### config.mk
export PLATFORM = sky130hd
export DESIGN_NAME = sensorless_startup_mode_supervisor
export DESIGN_NICKNAME = d
export VERILOG_FILES = /design/src/design/ssms_pkg.sv /design/src/design/ssms_cfg.sv /design/src/design/ssms_core.sv /design/src/design/sensorless_startup_mode_supervisor.sv
export VERILOG_INCLUDE_DIRS = /design/src /design/src/design
export SDC_FILE = /design/constraint.sdc
export NUM_CORES = 1
export LEC_CHECK = 0
export ABC_AREA = 1
export BUFFER_PORTS_ARGS = -buffer_cell sky130_fd_sc_hd__buf_2
export CAP_MARGIN = 20
export CORE_MARGIN = 2
export CORE_UTILIZATION = 50
export CTS_BUF_LIST = sky130_fd_sc_hd__clkbuf_8
export DETAILED_ROUTE_END_ITERATION = 12
export PLACE_DENSITY = 0.68
export RECOVER_POWER = 50
export SLEW_MARGIN = 25
export SYNTH_ARGS = -nofsm -noshare
export SYNTH_HDL_FRONTEND = slang
export SYNTH_SLANG_ARGS = --single-unit
### constraint.sdc
create_clock -name aclk -period 15 [get_ports aclk]
set_input_delay 1.5 -clock aclk [delete_from_list [all_inputs] [get_ports aclk]]
set_output_delay 1.5 -clock aclk [all_outputs]
set_load 0.02 [all_outputs]
### src/design/assert_macros.svh
// Assertion helpers used by the top-level supervisor.
// The checking forms are compiled for simulation; synthesis sees empty bodies.
`ifndef ASSERT_MACROS_SVH
`define ASSERT_MACROS_SVH

`ifndef SYNTHESIS

// Same-cycle implication, sampled on aclk and ignored while in reset.
`define SSMS_ASSERT_IMP(lbl, ante, cons, msg) \
    lbl: assert property (@(posedge aclk) disable iff (!aresetn) (ante) |-> (cons)) \
        else $error(msg);

// Next-cycle implication, sampled on aclk and ignored while in reset.
`define SSMS_ASSERT_NXT(lbl, ante, cons, msg) \
    lbl: assert property (@(posedge aclk) disable iff (!aresetn) (ante) |=> (cons)) \
        else $error(msg);

`else

`define SSMS_ASSERT_IMP(lbl, ante, cons, msg)
`define SSMS_ASSERT_NXT(lbl, ante, cons, msg)

`endif

`endif

### src/design/ssms_pkg.sv
package ssms_pkg;

    // Configuration register indexes.
    localparam int CFG_INDEX_W = 3;
    localparam logic [CFG_INDEX_W-1:0] CFG_MAX_DRAG_CURRENT     = 3'd0;
    localparam logic [CFG_INDEX_W-1:0] CFG_OPEN_TO_CLOSED_SPEED = 3'd1;
    localparam logic [CFG_INDEX_W-1:0] CFG_CLOSED_TO_OPEN_SPEED = 3'd2;
    localparam logic [CFG_INDEX_W-1:0] CFG_MIN_CLOSED_SPEED     = 3'd3;
    localparam logic [CFG_INDEX_W-1:0] CFG_RECOVERY_TICKS       = 3'd4;
    localparam int CFG_DATA_W = 16;

    // Register reset values.
    localparam logic [15:0] MAX_DRAG_RESET      = 16'd20000;
    localparam logic [14:0] OPEN_TO_CLOSED_RESET = 15'd300;
    localparam logic [14:0] CLOSED_TO_OPEN_RESET = 15'd200;
    localparam logic [14:0] MIN_CLOSED_RESET    = 15'd150;
    localparam logic [15:0] RECOVERY_RESET      = 16'd5000;

    // Ramp generator states.
    localparam logic [1:0] RAMP_OPEN   = 2'd0;
    localparam logic [1:0] RAMP_CLOSED = 2'd1;
    localparam logic [1:0] RAMP_DECEL  = 2'd2;

    // Supervisor constants.
    localparam logic [15:0] RUN_TICKS_MAX   = 16'd40000;
    localparam logic [15:0] STALL_RUN_TICKS = 16'd20000;
    localparam logic [5:0]  CONVERGE_MAX    = 6'd41;
    localparam logic signed [6:0] CONVERGE_LIMIT = 7'sd30;
    localparam logic signed [15:0] ANGLE_TOL = 16'sd3276;
    localparam logic signed [17:0] FLOOR_DOWN   = 18'sd800;
    localparam logic signed [17:0] FLOOR_UP     = 18'sd500;
    localparam logic signed [17:0] STEP_UP_FAST = 18'sd100;
    localparam logic signed [17:0] STEP_UP_SLOW = 18'sd10;
    localparam logic [16:0] DECEL_MARGIN = 17'd5;

    // Down step is floor(max * 3 / 10000); the largest value it takes.
    localparam int DOWN_DIVISOR    = 10000;
    localparam int DOWN_STEP_TOP   = (65535 * 3) / DOWN_DIVISOR;
    localparam int DOWN_STEP_W     = $clog2(DOWN_STEP_TOP + 1);

    typedef struct packed {
        logic [15:0] max_drag_current;
        logic [14:0] open_to_closed_speed;
        logic [14:0] closed_to_open_speed;
        logic [14:0] min_closed_speed;
        logic [15:0] recovery_ticks;
    } cfg_t;

    // Input item, first field in the highest bits.
    typedef struct packed {
        logic [1:0]         ramp_state;
        logic signed [15:0] observer_speed;
        logic signed [15:0] ramp_speed;
        logic [15:0]        observed_angle;
        logic [15:0]        reference_angle;
    } in_item_t;

    // Result item, first field in the highest bits.
    typedef struct packed {
        logic        angle_takeover;
        logic        hold_release;
        logic        hold_start;
        logic [15:0] error_count;
        logic        error_active;
        logic [15:0] drag_current;
        logic        closed_loop;
    } res_t;

    localparam int IN_ITEM_W = $bits(in_item_t);
    localparam int RES_W     = $bits(res_t);

    // Division by the constant divisor as a row of threshold compares.
    function automatic logic [DOWN_STEP_W-1:0] down_step(input logic [15:0] max_i);
        logic [17:0] triple;
        logic [DOWN_STEP_W-1:0] q;
        triple = {1'b0, max_i, 1'b0} + {2'b00, max_i};
        q = '0;
        for (int k = 1; k <= DOWN_STEP_TOP; k++) begin
            if (triple >= 18'(k * DOWN_DIVISOR)) begin
                q = DOWN_STEP_W'(k);
            end
        end
        return q;
    endfunction

endpackage

### src/design/ssms_cfg.sv
module ssms_cfg (
    input  logic                             aclk,
    input  logic                             aresetn,
    input  logic                             cfg_wr_en,
    input  logic [ssms_pkg::CFG_INDEX_W-1:0] cfg_index,
    input  logic [ssms_pkg::CFG_DATA_W-1:0]  cfg_wdata,
    output ssms_pkg::cfg_t                   cfg
);
    import ssms_pkg::*;

    cfg_t cfg_reg;
    cfg_t cfg_next;

    // Decode the write; unknown indexes leave every register alone.
    always_comb begin
        cfg_next = cfg_reg;
        if (cfg_wr_en) begin
            case (cfg_index)
                CFG_MAX_DRAG_CURRENT:     cfg_next.max_drag_current     = cfg_wdata;
                CFG_OPEN_TO_CLOSED_SPEED: cfg_next.open_to_closed_speed = cfg_wdata[14:0];
                CFG_CLOSED_TO_OPEN_SPEED: cfg_next.closed_to_open_speed = cfg_wdata[14:0];
                CFG_MIN_CLOSED_SPEED:     cfg_next.min_closed_speed     = cfg_wdata[14:0];
                CFG_RECOVERY_TICKS:       cfg_next.recovery_ticks       = cfg_wdata;
                default: ;
            endcase
        end
    end

    always_ff @(posedge aclk) begin
        if (!aresetn) begin
            cfg_reg.max_drag_current     <= MAX_DRAG_RESET;
            cfg_reg.open_to_closed_speed <= OPEN_TO_CLOSED_RESET;
            cfg_reg.closed_to_open_speed <= CLOSED_TO_OPEN_RESET;
            cfg_reg.min_closed_speed     <= MIN_CLOSED_RESET;
            cfg_reg.recovery_ticks       <= RECOVERY_RESET;
        end else begin
            cfg_reg <= cfg_next;
        end
    end

    assign cfg = cfg_reg;

endmodule

### src/design/ssms_core.sv
module ssms_core (
    input  logic               aclk,
    input  logic               aresetn,
    input  logic               step,
    input  ssms_pkg::in_item_t item,
    input  ssms_pkg::cfg_t     cfg,
    output ssms_pkg::res_t     result
);
    import ssms_pkg::*;

    logic [5:0]  converge_reg, converge_next;
    logic [15:0] run_ticks_reg, run_ticks_next;
    logic [15:0] drag_reg, drag_next;
    logic        mode_closed_reg, mode_closed_next;
    logic        error_flag_reg, error_flag_next;
    logic [15:0] error_total_reg, error_total_next;
    logic [15:0] hold_ticks_reg, hold_ticks_next;

    logic signed [15:0] angle_err;
    logic               converged;
    logic [15:0]        open_abs;
    logic [15:0]        obs_abs;
    logic [15:0]        o2c;
    logic [15:0]        c2o;
    logic [15:0]        vmin;
    logic signed [17:0] down;
    logic               decel;
    logic signed [6:0]  conv_tmp;
    logic [15:0]        run_ticks_inc;
    logic signed [17:0] drag_cand;
    logic signed [17:0] drag_floor;
    logic signed [17:0] drag_raised;
    logic               drag_update;
    logic               start;
    logic               release_hold;
    logic               takeover;

    // Raise to the floor first, then limit to the maximum; the maximum wins.
    function automatic logic [15:0] clamp_drag(input logic signed [17:0] v,
                                               input logic signed [17:0] fl,
                                               input logic [15:0] mx);
        logic signed [17:0] t;
        t = (v < fl) ? fl : v;
        if (t > $signed({2'b00, mx})) begin
            t = $signed({2'b00, mx});
        end
        return t[15:0];
    endfunction

    // Error terms and speed magnitudes.
    always_comb begin
        angle_err = $signed(item.reference_angle - item.observed_angle);
        converged = (angle_err >= -ANGLE_TOL) && (angle_err <= ANGLE_TOL);
        open_abs  = item.ramp_speed[15] ? 16'(~item.ramp_speed + 16'sd1)
                                        : 16'(item.ramp_speed);
        obs_abs   = item.observer_speed[15] ? 16'(~item.observer_speed + 16'sd1)
                                            : 16'(item.observer_speed);
        o2c   = {1'b0, cfg.open_to_closed_speed};
        c2o   = {1'b0, cfg.closed_to_open_speed};
        vmin  = {1'b0, cfg.min_closed_speed};
        down  = $signed({{(18-DOWN_STEP_W){1'b0}}, down_step(cfg.max_drag_current)});
        decel = (item.ramp_state == RAMP_DECEL);
        conv_tmp = $signed({1'b0, converge_reg}) + (converged ? 7'sd1 : -7'sd1);
        run_ticks_inc = (run_ticks_reg >= RUN_TICKS_MAX) ? RUN_TICKS_MAX
                                                         : run_ticks_reg + 16'd1;
    end

    // Drag current step: one of four rules, or no change.
    always_comb begin
        drag_update = 1'b1;
        drag_cand   = $signed({2'b00, drag_reg}) - down;
        drag_floor  = FLOOR_DOWN;
        if (!decel && open_abs >= o2c && conv_tmp <= CONVERGE_LIMIT) begin
            drag_cand  = $signed({2'b00, drag_reg}) - down;
            drag_floor = FLOOR_DOWN;
        end else if (!decel && open_abs < o2c) begin
            drag_cand  = $signed({2'b00, drag_reg}) + STEP_UP_FAST;
            drag_floor = FLOOR_UP;
        end else if (decel && vmin < open_abs
                     && ({1'b0, o2c} + DECEL_MARGIN) > {1'b0, open_abs}) begin
            drag_cand  = $signed({2'b00, drag_reg}) + STEP_UP_SLOW;
            drag_floor = FLOOR_UP;
        end else if (decel && open_abs < vmin) begin
            drag_cand  = $signed({2'b00, drag_reg}) - down;
            drag_floor = FLOOR_DOWN;
        end else begin
            drag_update = 1'b0;
        end
        drag_raised = drag_cand;
        drag_next = drag_update ? clamp_drag(drag_raised, drag_floor, cfg.max_drag_current)
                                : drag_reg;
    end

    // Mode switching, stall detection and the error hold.
    always_comb begin
        run_ticks_next   = (item.ramp_state == RAMP_CLOSED) ? run_ticks_inc : run_ticks_reg;
        mode_closed_next = mode_closed_reg;
        error_flag_next  = error_flag_reg;
        error_total_next = error_total_reg;
        hold_ticks_next  = hold_ticks_reg;
        start        = 1'b0;
        release_hold = 1'b0;
        takeover     = 1'b0;

        if (item.ramp_state == RAMP_OPEN && obs_abs < vmin
            && run_ticks_next > STALL_RUN_TICKS) begin
            error_flag_next = 1'b1;
            if (error_total_reg != 16'hFFFF) begin
                error_total_next = error_total_reg + 16'd1;
            end
            run_ticks_next = '0;
        end else if (!mode_closed_reg && open_abs > o2c) begin
            error_flag_next  = 1'b0;
            mode_closed_next = 1'b1;
        end else if (open_abs < c2o) begin
            run_ticks_next   = '0;
            mode_closed_next = 1'b0;
        end

        if (conv_tmp < 7'sd0) begin
            converge_next = '0;
        end else if (conv_tmp > $signed({1'b0, CONVERGE_MAX})) begin
            converge_next = CONVERGE_MAX;
        end else begin
            converge_next = conv_tmp[5:0];
        end

        if (error_flag_next) begin
            if (hold_ticks_reg == '0) begin
                start            = 1'b1;
                mode_closed_next = 1'b0;
            end
            if (({1'b0, hold_ticks_reg} + 17'd1) > {1'b0, cfg.recovery_ticks}) begin
                hold_ticks_next = '0;
                error_flag_next = 1'b0;
                release_hold    = 1'b1;
            end else begin
                hold_ticks_next = hold_ticks_reg + 16'd1;
            end
        end else if (item.ramp_state == RAMP_CLOSED) begin
            takeover = 1'b1;
        end

        result.closed_loop    = mode_closed_next;
        result.drag_current   = drag_next;
        result.error_active   = error_flag_next;
        result.error_count    = error_total_next;
        result.hold_start     = start;
        result.hold_release   = release_hold;
        result.angle_takeover = takeover;
    end

    // Supervisor state, updated once per processed item.
    always_ff @(posedge aclk) begin
        if (!aresetn) begin
            converge_reg    <= '0;
            run_ticks_reg   <= '0;
            drag_reg        <= '0;
            mode_closed_reg <= 1'b0;
            error_flag_reg  <= 1'b0;
            error_total_reg <= '0;
            hold_ticks_reg  <= '0;
        end else if (step) begin
            converge_reg    <= converge_next;
            run_ticks_reg   <= run_ticks_next;
            drag_reg        <= drag_next;
            mode_closed_reg <= mode_closed_next;
            error_flag_reg  <= error_flag_next;
            error_total_reg <= error_total_next;
            hold_ticks_reg  <= hold_ticks_next;
        end
    end

endmodule

### src/design/sensorless_startup_mode_supervisor.sv
// Channel   Direction  Bits  Contents
// s_axis    in         72    one control tick of angles, speeds and ramp state
// m_axis    out        40    mode, drag current, error status and pulses
// cfg       in         16    register writes, index 0..4
//
// One item per clock is sustained while m_tready is high; a request goes
// through the input register, then the result register. The state update
// for a tick happens as it moves into the result register, so the next
// tick sees it in the following cycle. A stalled result holds the pipeline;
// the input register still takes one request while the result waits. Reset
// is synchronous; it clears valids and core state and loads config defaults.
module sensorless_startup_mode_supervisor (
    input  logic                             aclk,
    input  logic                             aresetn,
    input  logic                             s_tvalid,
    output logic                             s_tready,
    // reference_angle[15:0], observed_angle[31:16], ramp_speed[47:32],
    // observer_speed[63:48], ramp_state[65:64], zero fill[71:66]
    input  logic [71:0]                      s_tdata,
    output logic                             m_tvalid,
    input  logic                             m_tready,
    // closed_loop[0], drag_current[16:1], error_active[17], error_count[33:18],
    // hold_start[34], hold_release[35], angle_takeover[36], zero fill[39:37]
    output logic [39:0]                      m_tdata,
    input  logic                             cfg_wr_en,
    input  logic [ssms_pkg::CFG_INDEX_W-1:0] cfg_index,
    input  logic [ssms_pkg::CFG_DATA_W-1:0]  cfg_wdata
);
    import ssms_pkg::*;
    `include "assert_macros.svh"

    logic     in_valid_reg;
    in_item_t in_item_reg;
    logic     out_valid_reg;
    res_t     out_res_reg;
    logic     advance;
    cfg_t     cfg;
    res_t     result;

    ssms_cfg u_cfg (
        .aclk      (aclk),
        .aresetn   (aresetn),
        .cfg_wr_en (cfg_wr_en),
        .cfg_index (cfg_index),
        .cfg_wdata (cfg_wdata),
        .cfg       (cfg)
    );

    ssms_core u_core (
        .aclk    (aclk),
        .aresetn (aresetn),
        .step    (advance),
        .item    (in_item_reg),
        .cfg     (cfg),
        .result  (result)
    );

    // Handshake: the held item moves on whenever the result slot frees up.
    assign advance  = in_valid_reg && (!out_valid_reg || m_tready);
    assign s_tready = !in_valid_reg || advance;

    always_ff @(posedge aclk) begin
        if (!aresetn) begin
            in_valid_reg  <= 1'b0;
            out_valid_reg <= 1'b0;
        end else begin
            if (s_tready) begin
                in_valid_reg <= s_tvalid;
            end
            if (advance) begin
                out_valid_reg <= 1'b1;
            end else if (m_tready) begin
                out_valid_reg <= 1'b0;
            end
        end
    end

    // Payload registers.
    always_ff @(posedge aclk) begin
        if (s_tready && s_tvalid) begin
            in_item_reg <= in_item_t'(s_tdata[IN_ITEM_W-1:0]);
        end
        if (advance) begin
            out_res_reg <= result;
        end
    end

    assign m_tvalid = out_valid_reg;
    assign m_tdata  = {{(40-RES_W){1'b0}}, out_res_reg};

    `SSMS_ASSERT_IMP(a_ready_only_when_full, !s_tready, in_valid_reg, "input stalled while empty")
    `SSMS_ASSERT_NXT(a_advance_gives_result, advance, m_tvalid, "processed item gave no result")
    `SSMS_ASSERT_IMP(a_release_clears_error, m_tvalid && out_res_reg.hold_release,
                     !out_res_reg.error_active, "error still set on hold release")
    `SSMS_ASSERT_IMP(a_start_forces_open, m_tvalid && out_res_reg.hold_start,
                     !out_res_reg.closed_loop, "closed loop kept at hold start")
    `SSMS_ASSERT_IMP(a_takeover_no_error, m_tvalid && out_res_reg.angle_takeover,
                     !out_res_reg.error_active, "angle takeover during error")

endmodule
==> results of run 1 <==
[per-layer routing]
layer | up-vias | track usage
met3 | 142 | 0.03500
met4 | 0 | 0.1281
met2 | 485 | 0.4304
met5 | - | 0
li1 | 8989 | -
met1 | 8096 | 0.3078
[logic make-up (layout without fill, tap and decap cells)]
family                     Yosys count  count (layout)
adders and majority gates          170             170
xor gates and xnor gates            95              95
and+or+nand+nor                   1122            1122
DFF                                254             254
AOI/OAI and AO/OA                  485             485
other                                1               3
buffers and inverters              513             654
[final cells by class]
cell class / count / share of cell area
Multi-Input combinational cell: 1875 / 0.5160
Clock inverter: 36 / 0.01607
Sequential cell: 254 / 0.2975
Tap cell: 468 / 0.02848
Inverter: 438 / 0.08004
Timing Repair Buffer: 133 / 0.03043
Clock buffer: 47 / 0.03147
[cell usage after synthesis, types with 12 or more instances]
master	count	share of area
nor4_1	19	0.0064
ha_1	166	0.11
clkbuf_1	50	0.010
inv_1	422	0.085
nand4_1	53	0.018
nor3_1	50	0.013
dfxtp_1	151	0.16
nand3_1	200	0.054
o21ai_0	146	0.039
nand2_1	576	0.12
nand3b_1	17	0.0068
nor2_1	167	0.034
inv_2	12	0.0024
xor2_1	79	0.037
o21ai_1	26	0.0070
a21oi_1	228	0.061
edfxtp_1	103	0.17
xnor2_1	16	0.0075
o211ai_1	28	0.011
[report_power, final]
| group | total [mW] | internal (mW) | leakage [nW] | switching, mW |
|---|---|---|---|---|
| clock | 0.709 | 0.399 | 0.547 | 0.310 |
| combinational | 0.824 | 0.274 | 7.04 | 0.550 |
| sequential | 0.813 | 0.781 | 2.23 | 0.0320 |
[worst max-delay path: cells and delay by family (launching register included)]
family / cells / cell delay, ns
and+or+nand+nor: 39 / 4.39
AOI/OAI and AO/OA: 10 / 2.11
adders and majority gates: 5 / 1.40
buffers and inverters: 6 / 0.69
DFF: 1 / 0.37
xor gates and xnor gates: 1 / 0.20
[how the worst min path moves through the flow]
| stage | startpoint | end | slack, ns | depth (start not counted) |
|---|---|---|---|---|
| after floorplan | u_cfg.cfg[32] | u_cfg.cfg[32] | 0.44 | 2 |
| after global placement | u_cfg.cfg[39] | u_cfg.cfg[39] | 0.45 | 2 |
| after CTS | u_core.hold_ticks_reg[8] | u_core.hold_ticks_reg[8] | 0.47 | 2 |
| after detailed placement | u_core.hold_ticks_reg[8] | u_core.hold_ticks_reg[8] | 0.46 | 2 |
| final | u_core.hold_ticks_reg[8] | u_core.hold_ticks_reg[8] | 0.47 | 2 |
| after global routing | u_cfg.cfg[39] | u_cfg.cfg[39] | 0.48 | 2 |
[through the flow]
stage	util	instance area [um^2]	hold WS, ns	std cells
after CTS	0.5616	20610	0.4656	3251
after global placement	0.5350	19630	0.4481	3168
after floorplan	-	18710	0.4353	2642
final	0.5602	20560	0.4665	3251
after global routing	0.5602	20560	0.4791	3251
after detailed placement	0.5350	19630	0.4568	3168
==> metrics, run 1 <==
Inserted Clock Buffers=45; skew final=0.03910 ns; hold_buf cts=0; pin count of the biggest net entering global routing=77; Post-synth top flop=dfxtp_1; total power=2.346 mW; Largest register FFs=77; worst r2r src=u_cfg.cfg[62]; clk buf depth=3; wire length on met2=22.84 mm; IO Count=138; max-slew violation count=67; Leak=9.815 nW; mux share of post-synthesis cell area=0; grt total ovfl=0; Synth Area in Compound Gates=0.1416; Remaining DRCs=0; crit path time final=9.428 ns; Avg Vias per Cell=5.448; RSZ-0062 raised after global routing=false; Worst Setup SP=u_cfg.cfg[62]; multi-input logic area=10,610 um^2; max cap viols=1; mapped cell area=18,700 um^2; Slew headroom=-1.286; reg-to-reg slack, setup=5.57 ns; Vias=17,712; most common cell after layout, fill and taps aside=nand2_1; WL met1=21.07 mm; Setup Buffers After CTS=0; failing checks=capacitance limit, slew limit; Critical-path top delay cell=nor4_1; layout cells sized above 1=0.07690; Adder-Cell Fraction of Synth Area=0.1153; worst stage delay on the critical path=0.63 ns; distinct cell type count after synthesis=58; number of sinks on the clock net=254; Top Layer Used=met4; Async S/R FF share, synth=0; most frequent cells in the layout=nand2_1, inv_1, a21oi_1; area of the core=36,700 um^2; Critical Path AT=9.77 ns; Worst-Margin Slew=3.429 ns; vias in the first global route=16,693; chip height=197.4 um; Layout Nets=3,013; P&R area growth vs syn=9.907%; IO buf count=128; outcome=finished with violations; CP max FO=17; Skew-Pair Late Insertion Delay=0.64 ns; Hold Crit Class=register to register; initial antenna violation count=0; crit path launch type=register; Synth Instances=2,640; ANT cells=0; Power Density=114.1 nW/um^2; met3 wire len=2.379 mm; endpoints failing hold=0; final HPWL from detailed placement=36.23 mm; #FFs+latches synth=254; DRT iter0 DRCs=1,075; Most common cell on crit path=nand2_1; Fillers=3,530; worst r2r dst=m_tdata[10]; TritonRoute pass-1 iters=5; Worst setup endpoint=m_tdata[10]; Fmax=106.1 MHz; CTS tree=yes; Setup WS pre-CTS=5.765 ns; Final WS setup=5.572 ns; Seq. cell area=6116 um^2; antenna viol nets, final=0; Peak VDD IR=0.1170 mV; Routed WL=48.60 mm; setup TNS=0 ns; xor/xnor share of the synthesized area=0.04448; final setup fails=0; Initial Utilization=0.5097; Required @ worst endpoint=15.34 ns; number of flops mapped to enable cells by yosys=103; worst setup path class=register to register; Seq/Total Area, Yosys=0.3270; H-Tree Level Count=2; die area=38,970 um^2; Die Wd=197.4 um; post_cts resized=0; period utilisation layout=0.6285; gpl congestion=0.9286; clk slew on worst S/H paths=0.06 ns; first-pass GRT wire length=79.49 mm; largest family of logic cells by synthesized area=simple AND/OR/NAND/NOR gates; routed len/inst=14.95 um; gr usage total=0.2510; std cell rows=70; Post-Synth Simple-Gate Area=0.2650; Worst Setup End Kind=register; yosys warns=0; Worst R2R Path Depth=61; Post-Syn Area per Cell=7.085 um^2; Root Buffer=clkbuf_8
No activity file was read; power rests on OpenSTA's default activity.
==> inputs of run 2 (changes only) <==
Settings changed: PLACE_DENSITY 0.68 to 0.71.
Clock period 15 ns to 8.64 ns, I/O delays scaled along.
==> run 2 against run 1 <==
Net effect:
- the flow still finishes with violations (capacitance limit, slew limit)
- clock power is 86% higher
- flip-flop and latch count stayed put
- total power is 83% higher
- count of clock-buffer cells in the layout rose by 3
- register-to-register slack worse by 4.9 ns
- setup slack worse by 4.9 ns
- first-iteration DRC count is 7.3% higher
- sequential share of layout area decreased by 0.69 points
- routed wire length increased by 0.19%
- utilization is 1.4 points higher
- sequential power increased by 73%
- largest power group unchanged
==> metrics, run 2 (synthesis gave the netlist of run 1 again) <==
chip height=197.4 um; DRT iter0 DRCs=1,153; most common cell after layout, fill and taps aside=nand2_1; Remaining DRCs=0; clk slew on worst S/H paths=0.06 ns; clk buf depth=3; P&R area growth vs syn=12.62%; H-Tree Level Count=2; Power Density=203.9 nW/um^2; Most common cell on crit path=nand2_1; Largest register FFs=77; worst setup path class=register to register; outcome=finished with violations; Leak=9.971 nW; worst hold path cell count=1; period utilisation layout=0.9238; Worst-Margin Slew=3.541 ns; max-slew violation count=144; die area=38,970 um^2; Die Wd=197.4 um; TritonRoute pass-1 iters=5; Peak VDD IR=0.1400 mV; Fmax=125.3 MHz; routed len/inst=14.89 um; Root Buffer=clkbuf_8; Critical-path top delay cell=fa_1; CP max FO=16; IO buf count=128; final setup fails=0; pin count of the biggest net entering global routing=77; failing checks=capacitance limit, slew limit; grt total ovfl=0; endpoints failing hold=0; crit path time final=7.981 ns; hold_ws=0.3957 ns; gpl congestion=0.9516; Avg Vias per Cell=5.423; initial antenna violation count=0; Worst path top cell family by delay=simple AND/OR/NAND/NOR gates; first-pass GRT wire length=79.40 mm; worst stage delay on the critical path=0.41 ns; most frequent cells in the layout=nand2_1, inv_1, a21oi_1; number of sinks on the clock net=254; Layout Nets=3,031; crit path launch type=register; hold_buf cts=0; vias in the first global route=16,715; ANT cells=0; gr usage total=0.2489; Critical Path AT=8.49 ns; max cap viols=2; final cell count without fillers=3,270; Hold Crit Class=input port to register; Worst Setup End Kind=register; std cell rows=70; Required @ worst endpoint=9.15 ns; Critical Path Stages=53; layout cells sized above 1=0.1049; Worst Path Buf+Inv=11; area of the core=36,700 um^2; Initial Utilization=0.5097; Vias=17,733; placed cell count=3,181; Worst R2R Path Depth=53; CTS tree=yes; Routed WL=48.69 mm; IO Count=138; antenna viol nets, final=0; final core occ=0.5740; final HPWL from detailed placement=36.42 mm; Skew-Pair Late Insertion Delay=0.64 ns; skew final=0.03884 ns; setup TNS=0 ns; Slew headroom=-1.361; Inserted Clock Buffers=46
==> run 2: final timing paths <==
| path | slack [ns] | endpoint | start |
|---|---|---|---|
| min | 0.40 | in_item_reg[37] | s_tdata[37] |
| min reg2reg | 0.46 | u_cfg.cfg[41] | u_cfg.cfg[41] |
| max | 0.66 | u_core.drag_reg[10] | in_item_reg[16] |
| max reg2reg | 0.66 | u_core.drag_reg[10] | in_item_reg[16] |
==> run 2: power breakdown <==
part | internal, mW | switching (mW)
combinational | 0.554 | 1.01
sequential | 1.36 | 0.0565
clock | 0.782 | 0.539
total | 2.69 | 1.60
==> run 2: cell type report <==
type / instances / area [um^2]
clock buffers: 50 / 688.2
multi-input cells: 1875 / 10890
flip-flops and latches: 254 / 6122
inverters: 438 / 1649
clock inverters: 35 / 375.4
fillers: 3407 / 15630
repair buffers: 150 / 755.7
well taps: 468 / 585.6
==> run 2: worst reg2reg max path: cells and delay by family (launching register included) <==
kind	cells	cell delay, ns
AOI/OAI and AO/OA	9	1.53
and+or+nand+nor	26	3.03
DFF	1	0.37
adders and majority gates	7	1.97
buffers and inverters	11	0.98
==> run 2: repair_timing <==
item | CTS | global route
gates resized for setup | 0 | 82
hold endpoints to repair | 0 | 0
setup buffers | 0 | 4
setup endpoints to repair | 0 | 32
==> run 2: per-layer routing <==
layer  routed length [um]  vias up  global-route usage
li1                     -     9028                   -
met1                21030     8040              0.3079
met2                22930      533              0.4271
met3                 2823      132             0.03620
met4                 1910        0              0.1172
met5                    0        -                   0
==> run 2: through the flow <==
stage                     setup slack [ns]  cell area, um^2  power, mW
after floorplan                      1.201            18710      2.513
after global placement              0.5197            19730      2.850
after detailed placement            0.3245            19730      2.893
after CTS                           0.2566            20790      4.226
after global routing              -0.02271            21070      4.595
final                               0.6586            21070      4.296
